## config.mk

```make
export PLATFORM = sky130hd
export DESIGN_NAME = tea_key_regs
export DESIGN_NICKNAME = d
export VERILOG_FILES = /design/src/tea_pkg.sv /design/src/tea_key_regs.sv
export SDC_FILE = /design/constraint.sdc
export NUM_CORES = 1
export LEC_CHECK = 0
export ABC_AREA = 0
export ABC_CLOCK_PERIOD_IN_PS = 1000
export BUFFER_PORTS_ARGS = -buffer_cell sky130_fd_sc_hd__buf_2
export CAP_MARGIN = 30
export CORE_MARGIN = 3
export CORE_UTILIZATION = 40
export DETAILED_ROUTE_END_ITERATION = 7
export PLACE_DENSITY = 0.7
export SLEW_MARGIN = 20
export SYNTH_ARGS = -nofsm -noshare
export SYNTH_HDL_FRONTEND = slang
export SYNTH_SLANG_ARGS = --single-unit
```

## constraint.sdc

```tcl
create_clock -name clock -period 1 [get_ports clock]
set_clock_uncertainty 0.15 [all_clocks]
set_input_delay 0.1 -clock clock [delete_from_list [all_inputs] [get_ports clock]]
set_output_delay 0.1 -clock clock [all_outputs]
set_load 0.02 [all_outputs]
```

## src/tea_pkg.sv

```systemverilog
// shared types, constants and the round mixing function of the tea cipher
`default_nettype none
package tea_pkg;

   localparam int ROUNDS_DEFAULT = 32;
   localparam int BLOCK_W        = 64;
   localparam int WORD_W         = 32;
   localparam int KEY_WORDS      = 4;
   localparam int CSR_INDEX_W    = 2;
   localparam int CSR_DATA_W     = 32;

   localparam logic [WORD_W-1:0] DELTA = 32'h9E3779B9;

   localparam logic MODE_ENCRYPT = 1'b0;
   localparam logic MODE_DECRYPT = 1'b1;

   typedef enum logic [CSR_INDEX_W-1:0] {
      KEY_WORD_0 = 2'd0,
      KEY_WORD_1 = 2'd1,
      KEY_WORD_2 = 2'd2,
      KEY_WORD_3 = 2'd3
   } key_index_type;

   typedef logic [KEY_WORDS-1:0][WORD_W-1:0] key_type;

   typedef struct packed {
      logic              mode;
      logic [WORD_W-1:0] v0;
      logic [WORD_W-1:0] v1;
      logic              last;
   } stage_word_type;

   function automatic logic [WORD_W-1:0] tea_mix(
      input logic [WORD_W-1:0] x,
      input logic [WORD_W-1:0] sum,
      input logic [WORD_W-1:0] ka,
      input logic [WORD_W-1:0] kb
   );
      return ((x << 4) + ka) ^ (x + sum) ^ ((x >> 5) + kb);
   endfunction

endpackage
`default_nettype wire

```

## src/tea_key_regs.sv

```systemverilog
// key word registers written through the csr port
`default_nettype none
module tea_key_regs (
   input  wire logic                            clock,
   input  wire logic                            reset,
   input  wire logic                            csr_write,
   input  wire logic [tea_pkg::CSR_INDEX_W-1:0] csr_index,
   input  wire logic [tea_pkg::CSR_DATA_W-1:0]  csr_data,
   output tea_pkg::key_type                     key
);
   import tea_pkg::*;

   key_type key_ff;
   key_type key_in;

   always_comb begin
      key_in = key_ff;
      if (csr_write) begin
         unique case (key_index_type'(csr_index))
            KEY_WORD_0: key_in[0] = csr_data[WORD_W-1:0];
            KEY_WORD_1: key_in[1] = csr_data[WORD_W-1:0];
            KEY_WORD_2: key_in[2] = csr_data[WORD_W-1:0];
            KEY_WORD_3: key_in[3] = csr_data[WORD_W-1:0];
         endcase
      end
   end

   always_ff @(posedge clock) begin
      if (reset) begin
         key_ff <= '0;
      end else begin
         key_ff <= key_in;
      end
   end

   assign key = key_ff;
endmodule
`default_nettype wire

```

After elaboration in Yosys (flattened, before gate mapping)
Index checks and enable logic that the tools add are counted.
{"block": "word_totals", "ff_bits": 128}
{"block": "op_classes", "n_reduce_logical": 5, "eq_ne": 3}
{"op": "$reduce_and A2 Y1", "count": 4}
{"op": "$eq A2 B2 Y1 const B", "count": 2}
{"op": "$eq A2 B1 Y1 const B", "count": 1}
{"op": "$logic_not A2 Y1", "count": 1}

Depth between registers and ports, before layout
{"block": "depth", "ltp_word": 2, "ltp_mapped": 4}

Worst setup path after synthesis
No wires, ideal clock.
{"block": "synth_path", "kind": "input to register", "start": "input port csr_index[1] (netlist name)", "end": "register key_ff (netlist bit key[23])", "arrival_time_ns": 0.729, "required_ns": 0.729, "n_path_buf": 1, "slack_ns": 0.000, "path_stages": 3, "setup_time_ns": 0.121, "cell_sequence": "or3b_1 -> buf_6 -> mux2i_1"}
{"block": "synth_via", "elab_chain_cells": 2}
{"element": "start: declaration", "line_no": "tea_key_regs.sv:7", "text": "input wire logic [tea_pkg::CSR_INDEX_W-1:0] csr_index,"}
{"element": "$logic_not A2 Y1", "line_no": "tea_key_regs.sv:19", "text": "unique case (key_index_type'(csr_index))"}
{"element": "$reduce_and A2 Y1 (no line)"}
{"element": "end signal: assignment", "line_no": "tea_key_regs.sv:32", "text": "key_ff <= key_in;"}
{"element": "end: declaration", "line_no": "tea_key_regs.sv:13", "text": "key_type key_ff;"}
No other way between the ends.
A chain may end at the register's enable or synchronous reset.

Worst setup path in the final report
{"block": "layout_path", "start": "register key_ff (netlist bit key[36])", "end": "output port key[36] (netlist name)"}
{"element": "end: declaration", "line_no": "tea_key_regs.sv:9", "text": "output tea_pkg::key_type key"}
No word-level cell between the ends.

==> out/qor.yml <==
run_status:
  status: "finished with violations"
  violations: "negative setup slack"
worst_setup_path:
  rr_worst_depth: 4
  arrival_ns: 0.90
  cp_top_family: "flip-flops"
  reg2reg_slack_ns: 0.01
  crit_chain: "buf_6"
  slowest_delay_ns: 0.36
  crit_path_start_kind: "flop"
  cp-end-kind: "output port"
  crit_buf_inv: 1
  cp.depth: 1
  cp.required_ns: 0.75
  crit_slowest_cell: "dfxtp_2"
  crit_fanout: 2
  critPathKind: "reg2out"
sta:
  post-route-min-period_ns: 1.15
  worst_slack_ns: -0.147
  slew_viol_final: 0
  rsz0062_at_grt: "yes"
  period_share_pct: 115
  worstMarginPinSlew_ns: 0.240
  max_freq_mhz: 872
  setup_tns_ns: -14.07
  max_slew_margin_pct: 83.9
  setup_viol: 128
  hold_viol_final: 0
clock_tree:
  cts_tree: "done"
  cts_buffer_depth: 2
  clkSinkCount: 128
  root_buffer: "clkbuf_16"
  htree_num_levels: 4
  cts.clk_slew.worst_paths_ns: 0.06
  clock_latency_ns: 0.41
  numCtsBuffers: 17
placement:
  hpwl_mm: 8.65
  post_dp_cell_area_mm2: 0.00621
  place_inst: 773
  place.gp.congestion: 0.806
  numPortBuffers: 164
global_route:
  antenna_found_initial: 0
  grt_pass1_vias: 4392
  gr-total-overflow: 0
  grt_usage_pct: 20.4
  grt_start_max_net_pins: 59
  grt_pass1_wl_mm: 22.8
drt:
  drtPass1Iterations: 4
  drc: 0
  postRouteAntennaNets: 0
  wl_per_cell_um: 16.7
  vias: 4211
  viasPerCell: 4.66
  wl_mm: 15.1
  first_iter_violations: 202
synthesis:
  synth_fa_ha_area_share_pct: 0
  yosysUniqueCellTypes: 12
  synth_area_per_cell_um2: 11.2
  seq_area_frac_synth_pct: 50.6
  synth_compound_area_share_pct: 0
  synth.area.mux_share_pct: 25.3
  synth_nets: 491
  synth_seq_cells: 128
  synthCells: 454
  synth_top_family_by_area: "multiplexers"
  syn_area_mm2: 0.00506
  synthSimpleGateAreaFrac_pct: 20.7
  synthXorXnorAreaFrac_pct: 0
  yosys_warnings: 0
power_and_ir_drop:
  sw_frac_of_total_pct: 23.1
  leakagePower_nw: 4.20
  power_switching_mw: 3.19
  finalPower_mw: 13.8
  p_int_mw: 10.6
  p_clk_share_pct: 48.4
  ir_worst_vdd_uv: 1010
  combPwrFrac_pct: 12.1
  seqPwrFrac_pct: 39.5
  power.density_mw_per_mm2: 1600
die:
  die_w_um: 119
  die_area_mm2: 0.0140
  core-area_mm2: 0.0122
  initial_core_util_pct: 41.5
  core.rowCount: 40
  die_y_um: 119
  ios: 165
final_layout:
  antenna_cells: 0
  largest_reg_flops: 128
  final_area_mm2: 0.00866
  drive_gt1_share_pct: 56.2
  instances_no_fill: 903
  area.growth.synth_to_final_pct: 71.1
  layout.nets: 759
min_path:
  worstHoldPathType: "in2reg"
  min_path_cells: 4
run:
  maxCapViolations: 0
[cell type report]
cell class / count / area, um2
Clock inverter: 12 / 181
Clock buffer: 20 / 467
Sequential cell: 128 / 2720
Multi-Input combinational cell: 294 / 2350
Tap cell: 168 / 210
Fill cell: 807 / 3550
Timing Repair Buffer: 281 / 2730
[cells in the final DEF, fill, tap and decap left out, types with 2 or more instances in the layout]
master and instances:
nand2b_1 158, buf_6 131, mux2i_1 128, dfxtp_2 128, buf_4 71, buf_2 36
dlygate4sd3_1 32, clkbuf_16 17, buf_12 11, clkinvlp_4 4, bufinv_16 4, clkbuf_8 3
nand3b_1 2, nand2b_4 2, clkinv_4 2
[cell families after synthesis]
family	after synthesis
simple gates	166
mux	128
flops	128
buf+inv	32
[through the flow]
step / util (%) / worst slack [ns] / hold slack (ns)
floorplan: - / -0.000115 / 0.171
global placement: 50.9 / -0.186 / 0.285
detailed placement: 50.9 / -0.240 / 0.301
CTS: 68.1 / -0.150 / 0.0566
global route: 70.9 / -0.173 / 0.108
finish: 70.9 / -0.147 / 0.0937
[path summary, 6_finish.rpt]
path | start | endpoint
worst max register to register | key[30]$_SDFFE_PP0P_ | key[30]$_SDFFE_PP0P_
worst min-delay path | csr_index[0] | key[27]$_SDFFE_PP0P_
worst max-delay path | key[36]$_SDFFE_PP0P_ | key[36]
worst min register to register | key[53]$_SDFFE_PP0P_ | key[53]$_SDFFE_PP0P_
[repair_timing]
| action | CTS | global route |
|---|---|---|
| endpoints found under the hold margin | 128 | 0 |
| setup endpoints to repair | 128 | 128 |
| hold buffers | 32 | 0 |
| pin swaps | 0 | 0 |
| setup buffers | 23 | 43 |
| resized for setup | 384 | 5 |
[worst reg2reg max path: cells and delay by family, from the launching register on]
kind / cells / cell delay, ns
flops: 1 / 0.34
buf+inv: 2 / 0.20
mux: 1 / 0.17
simple gates: 1 / 0.05
[per-layer routing]
| metal | track usage, % | share of wire [%] | routed length, um |
|---|---|---|---|
| met3 | 5.45 | 4.2 | 639 |
| met2 | 36.5 | 53 | 7940 |
| met1 | 22.7 | 40 | 6100 |
| met5 | 0 | 0 | 0 |
| met4 | 9.05 | 2.9 | 435 |
[Yosys cell counts (all sizes together)]
cell type | number | area, um2
clkbuf | 16 | 60.1
nand3 | 1 | 5.00
buf | 16 | 114
dfxtp | 128 | 2560
nor3b | 1 | 7.51
nand2b | 160 | 1000
mux2i | 128 | 1280
or3b | 1 | 8.76
and3b | 1 | 8.76
nand3b | 2 | 15.0
[power groups by stage]
stage,clock network (mW),logic [mW],registers [mW]
CTS,6.77,1.55,5.46
global placement,0,1.18,5.49
detailed placement,0,1.20,5.49
global route,7.01,1.76,5.48
finish,6.69,1.67,5.46
floorplan,0,0.520,5.70
Power figures use the tool's default switching activity.
