$ cat src/tea_pkg.sv
// shared types, constants and the round mixing function of the tea cipher
`default_nettype none
package tea_pkg;

   localparam int ROUNDS_DEFAULT = 32;
   localparam int BLOCK_W        = 64;
   localparam int WORD_W         = 32;
   localparam int KEY_WORDS      = 4;
   localparam int CSR_INDEX_W    = 2;
   localparam int CSR_DATA_W     = 32;

   localparam logic [WORD_W-1:0] DELTA = 32'h9E3779B9;

   localparam logic MODE_ENCRYPT = 1'b0;
   localparam logic MODE_DECRYPT = 1'b1;

   typedef enum logic [CSR_INDEX_W-1:0] {
      KEY_WORD_0 = 2'd0,
      KEY_WORD_1 = 2'd1,
      KEY_WORD_2 = 2'd2,
      KEY_WORD_3 = 2'd3
   } key_index_type;

   typedef logic [KEY_WORDS-1:0][WORD_W-1:0] key_type;

   typedef struct packed {
      logic              mode;
      logic [WORD_W-1:0] v0;
      logic [WORD_W-1:0] v1;
      logic              last;
   } stage_word_type;

   function automatic logic [WORD_W-1:0] tea_mix(
      input logic [WORD_W-1:0] x,
      input logic [WORD_W-1:0] sum,
      input logic [WORD_W-1:0] ka,
      input logic [WORD_W-1:0] kb
   );
      return ((x << 4) + ka) ^ (x + sum) ^ ((x >> 5) + kb);
   endfunction

endpackage
`default_nettype wire

$ cat src/tea_half_round.sv
// one registered half round of tea, encrypt or decrypt per word
`default_nettype none
module tea_half_round #(
   parameter int ROUNDS = tea_pkg::ROUNDS_DEFAULT,
   parameter int HALF   = 0
) (
   input  wire logic                    clock,
   input  wire logic                    reset,
   input  wire logic                    enable,
   input  wire logic                    prev_valid,
   input  wire tea_pkg::stage_word_type prev_data,
   input  wire tea_pkg::key_type        key,
   output logic                         next_valid,
   output tea_pkg::stage_word_type      next_data
);
   import tea_pkg::*;

   localparam logic [WORD_W-1:0] SUM_ENC = WORD_W'(64'(DELTA) * 64'(HALF / 2 + 1));
   localparam logic [WORD_W-1:0] SUM_DEC = WORD_W'(64'(DELTA) * 64'(ROUNDS - HALF / 2));
   localparam bit FIRST_HALF = (HALF % 2) == 0;

   logic           valid_ff;
   stage_word_type data_ff;
   stage_word_type data_in;
   logic [WORD_W-1:0] sum;

   always_comb begin
      data_in = prev_data;
      sum = (prev_data.mode == MODE_DECRYPT) ? SUM_DEC : SUM_ENC;
      if (FIRST_HALF) begin
         if (prev_data.mode == MODE_DECRYPT) begin
            data_in.v1 = prev_data.v1 - tea_mix(prev_data.v0, sum, key[2], key[3]);
         end else begin
            data_in.v0 = prev_data.v0 + tea_mix(prev_data.v1, sum, key[0], key[1]);
         end
      end else begin
         if (prev_data.mode == MODE_DECRYPT) begin
            data_in.v0 = prev_data.v0 - tea_mix(prev_data.v1, sum, key[0], key[1]);
         end else begin
            data_in.v1 = prev_data.v1 + tea_mix(prev_data.v0, sum, key[2], key[3]);
         end
      end
   end

   always_ff @(posedge clock) begin
      if (reset) begin
         valid_ff <= 1'b0;
      end else if (enable) begin
         valid_ff <= prev_valid;
      end
   end

   always_ff @(posedge clock) begin
      if (enable) begin
         data_ff <= data_in;
      end
   end

   assign next_valid = valid_ff;
   assign next_data  = data_ff;
endmodule
`default_nettype wire

$ cat config.mk
export PLATFORM = sky130hd
export DESIGN_NAME = tea_half_round
export DESIGN_NICKNAME = d
export VERILOG_FILES = /design/src/tea_pkg.sv /design/src/tea_half_round.sv
export SDC_FILE = /design/constraint.sdc
export NUM_CORES = 1
export LEC_CHECK = 0
export BUFFER_PORTS_ARGS = -buffer_cell sky130_fd_sc_hd__buf_2
export CAP_MARGIN = 0
export CORE_MARGIN = 4
export CORE_UTILIZATION = 45
export CTS_CLUSTER_SIZE = 8
export DETAILED_ROUTE_END_ITERATION = 10
export PLACE_DENSITY = 0.65
export SYNTH_ARGS = -nofsm -noshare
export SYNTH_HDL_FRONTEND = slang
export SYNTH_SLANG_ARGS = --single-unit
$ cat constraint.sdc
create_clock -name clock -period 6.4 [get_ports clock]
set_clock_uncertainty 0.2 [all_clocks]
set_input_delay 0 -clock clock [delete_from_list [all_inputs] [get_ports clock]]
set_output_delay 0 -clock clock [all_outputs]
set_load 0.05 [all_outputs]
**Word level (Yosys, flattened, before mapping)**

Cells that the tools add are included.

- Input bits: 198
- Output and inout port bits: 67
- Bits in registers: 67

- Add/sub/neg operators: 8
- Bitwise operators: 4
- Mux-type cells: 3

Operators by type and width:

| cell | count |
|---|---|
| $add 32x32->32 | 5 |
| $xor 32x32->32 | 4 |
| $add 27x32->32 | 2 |
| $mux 32 | 2 |
| $sub 32x32->32 | 1 |
| $mux 31 | 1 |

**Depth between registers and ports, before layout**

- Word-level depth: 6
- Mapped depth: 25
- Depth with buffers taken out: 25

**Worst setup path before layout**

OpenSTA, ideal clock, no wires.

- Path kind: in2reg
- Start: in prev_data[65] (netlist bit)
- End: reg data_ff (netlist bit next_data[64]), data pin
- Path buffers: 1
- Library setup time: 0.258 ns
- Arrival: 5.016 ns
- Data required time: 5.942 ns
- Stages on the path: 24
- Slack: 0.927 ns
- Path through: inv_1 clkbuf_1 ha_1 a211oi_1 a21oi_1 or4_1 o211ai_1 nand2_1 a21oi_1 xnor2_1 xnor2_1 xnor2_1 ha_1 o21ai_0 a22oi_1 a21o_1 and3_1 a211oi_2 o31ai_1 a31oi_1 or3_1 a2bb2oi_1 nor2_1 xnor2_1

RTL lines:

| what | RTL line | source |
|---|---|---|
| start, declared | tea_half_round.sv:11 | `input wire tea_pkg::stage_word_type prev_data,` |
| end signal, assigned | tea_half_round.sv:55 | `data_ff <= data_in;` |
| end, declared | tea_half_round.sv:23 | `stage_word_type data_ff;` |

==> flow_metrics.tcl <==
set metrics [dict create \
    detail-route-antenna-nets 0 \
    cts_root_buffer "clkbuf_16" \
    clk_pin_slew_ns 0.06 \
    tightestPinTransition_ns 0.948 \
    placed_area_um2 15600 \
    boundaryPins 265 \
    gp_congestion 0.940 \
    synth_fp_nets 2082 \
    synth_top_area_cell "ha_1" \
    relSlewSlack 0.368 \
    die_area_um2 33600 \
    finalMaxSlewViolations 0 \
    diodes 0 \
    drtPass1Iterations 5 \
    post_cts_buffers 0 \
    swShare 0.513 \
    finalWirelength_um 45900 \
    min-delay-start "prev_data[7]" \
    critPathCaptureType "register" \
    final_nets 2396 \
    start_kind "primary input" \
    whs_endpoint "next_data[7]" \
    wl_per_cell_um 19.3 \
    period_share 0.947 \
    area_delta_synth_final_pct 19.3 \
    dieHeight_um 183 \
    p_per_area_nw_per_um2 347 \
    drv_cap 0 \
    holdWs_ns 0.0174 \
    cts.sinks 67 \
    yosysWarningCount 0 \
    die_x_um 183 \
    pwr-share-clk 0.090 \
    synth-main-ff-cell "edfxtp_1" \
    cp_data_arrival_time_ns 5.96 \
    dp_cells 2305 \
    worstPathMaxFanout 19 \
    p_int_mw 2.79 \
    grt_pass1_vias 13500 \
    syn_avg_cell_area_um2 8.29 \
    rsz0062_at_grt "no" \
    place_ws_ns 0.487 \
    setup_ws_ns 0.342 \
    design_area_um2 16500 \
    finalSetupViolCount 0 \
    final_util 0.550 \
    design_power_total_mw 5.73 \
    gr-total-overflow 0 \
    min_path_type "primary input to register" \
    synth_top_cells_by_area "ha_1 (19%), xnor2_1 (18%), edfxtp_1 (14%)" \
    rrSetupSlack_ns 5.05 \
    hold_viol_final 0 \
    status "completed" \
    leakagePower_nw 7.34 \
    p_seq_frac 0.133 \
    vias 13900 \
    cts_tree "built" \
    clock_path_buffers 2 \
    ys_seq_area_frac 0.145 \
    hold_path_depth 2 \
    p_sw_mw 2.94 \
    yosys_register_bits 67 \
    numPortBuffers 264 \
    reg2reg_depth 3 \
    min_period_ns 6.06 \
    via_per_inst 5.85 \
    initial_utilization 0.461 \
    grt_pass1_wl_um 70200 \
    max_freq_mhz 165 \
    rr_endpoint "next_valid" \
    rows 63 \
    synth_top_area_share 0.187 \
    drc_errors 0 \
    synth_edf_count 66 \
    syn-instance-count 1671 \
    pwr-share-comb 0.777 \
    finalSetupTns_ns 0 \
    worstPathRequired_ns 6.31 \
    async_flop_share 0 \
    stdcell_count 2379 \
    grt_usage 0.260 \
    clk_latency_ns 0.35 \
    cts_buffers 9 \
    netlist_area_um2 13800 \
    vdd_drop_max_v 0.000135 \
    grt_max_degree 84 \
    path_class "primary input to register" \
    drt_iter0_markers 1210 \
    antenna_found_initial 1 \
    synth_cell_types 74 \
    dpl.hpwl_um 37600 \
    core_region_area_um2 30000 \
    timing.rr.start "next_valid" \
    htreeDepth 3 \
    drive_gt1_frac 0.169 \
]
-- worst max-delay path: stages --
cell and delay (ns):
dlygate4sd3_1 0.56, buf_4 0.21, inv_1 0.17, buf_4 0.29
ha_1 0.26, a2111oi_2 0.35, nand2_1 0.15, or4_1 0.48
o211ai_1 0.22, nand2_1 0.08, a21oi_1 0.20, xnor2_1 0.16
xnor2_1 0.10, xnor2_1 0.31, ha_1 0.35, o21ai_0 0.14
a22oi_1 0.14, a21o_1 0.17, and3_1 0.20, a211oi_2 0.24
o31ai_2 0.16, a31o_1 0.24, or3_1 0.36, a211oi_2 0.18
nor2_1 0.08, xnor2_1 0.12
-- registers in the layout, indices dropped and copies added (netlist names) --
signal	count
next_valid	1
next_data	66
-- power groups by stage --
stage	registers, mW	logic (mW)	clock network, mW
after floorplan	1.29	2.82	0
after global placement	0.772	4.30	0
after detailed placement	0.772	4.33	0
after CTS	0.765	4.39	0.522
after global routing	0.774	4.82	0.535
final	0.765	4.45	0.515
-- area by class of cell --
class / instances / area, um^2
fillers: 2876 / 13500
clock buffers: 10 / 229
well taps: 390 / 488
multi-input cells: 1539 / 11600
flip-flops and latches: 67 / 2000
clock inverters: 5 / 55.1
inverters: 40 / 150
repair buffers: 328 / 1950
-- logic make-up (layout without fill, tap and decap cells) --
| kind of cell | after synthesis | in the layout | share of synthesized area |
|---|---|---|---|
| buffers and inverters | 65 | 383 | 0.0178 |
| adders and majority gates | 213 | 213 | 0.196 |
| muxes | 29 | 29 | 0.0233 |
| DFF | 67 | 67 | 0.145 |
| and+or+nand+nor | 384 | 384 | 0.131 |
| xor gates and xnor gates | 350 | 350 | 0.223 |
| AOI/OAI and AO/OA | 563 | 563 | 0.265 |
-- timing repair --
action,CTS,global route
hold buffers,59,0
setup endpoints to repair,0,3
gates resized for setup,0,9
hold endpoints to repair,57,0
-- synthesized netlist by cell type, types with 15 or more instances --
library cell,number
nand3_1,42
nor2_1,79
a21o_1,108
mux2_2,26
xnor2_1,290
ha_1,207
nand4_1,18
edfxtp_1,66
inv_1,40
nor2b_1,23
xor2_1,58
o21a_1,20
o211ai_1,17
a21oi_1,173
nand2_1,137
o21bai_1,20
clkbuf_1,21
a211oi_1,15
nor3_1,25
o21ai_0,101
a31oi_1,23
-- layer usage --
metal / part of all wire / GRT usage
met5: 0.00028 / 0
met4: 0.019 / 0.0617
met3: 0.067 / 0.0259
met2: 0.45 / 0.417
met1: 0.47 / 0.378
-- worst max-delay path by stage --
stage,startpoint,endpoint,slack (ns),depth (start not counted)
floorplan,prev_data[65],next_data[64],0.93,24
CTS,prev_data[1],next_data[64],0.30,26
finish,prev_data[65],next_data[64],0.34,26
global placement,prev_data[6],next_data[64],0.63,25
global route,prev_data[6],next_data[64],0.06,26
detailed placement,prev_data[1],next_data[64],0.49,25
-- placed cells by master (no fill, tap or decap), drive strengths merged, types with 18 or more instances in the layout --
| master | count |
|---|---|
| a31oi | 23 |
| xnor2 | 290 |
| a211oi | 18 |
| nand2 | 137 |
| xor2 | 58 |
| nor3 | 25 |
| nor2 | 79 |
| nor2b | 23 |
| buf | 269 |
| o211ai | 18 |
| nand3 | 42 |
| dlygate4sd3 | 59 |
| edfxtp | 66 |
| a21o | 108 |
| o21bai | 20 |
| mux2 | 26 |
| a21oi | 174 |
| o21ai | 104 |
| o21a | 20 |
| nand4 | 18 |
| inv | 40 |
| ha | 207 |
Note: power is estimated with default switching activity, not from simulation.
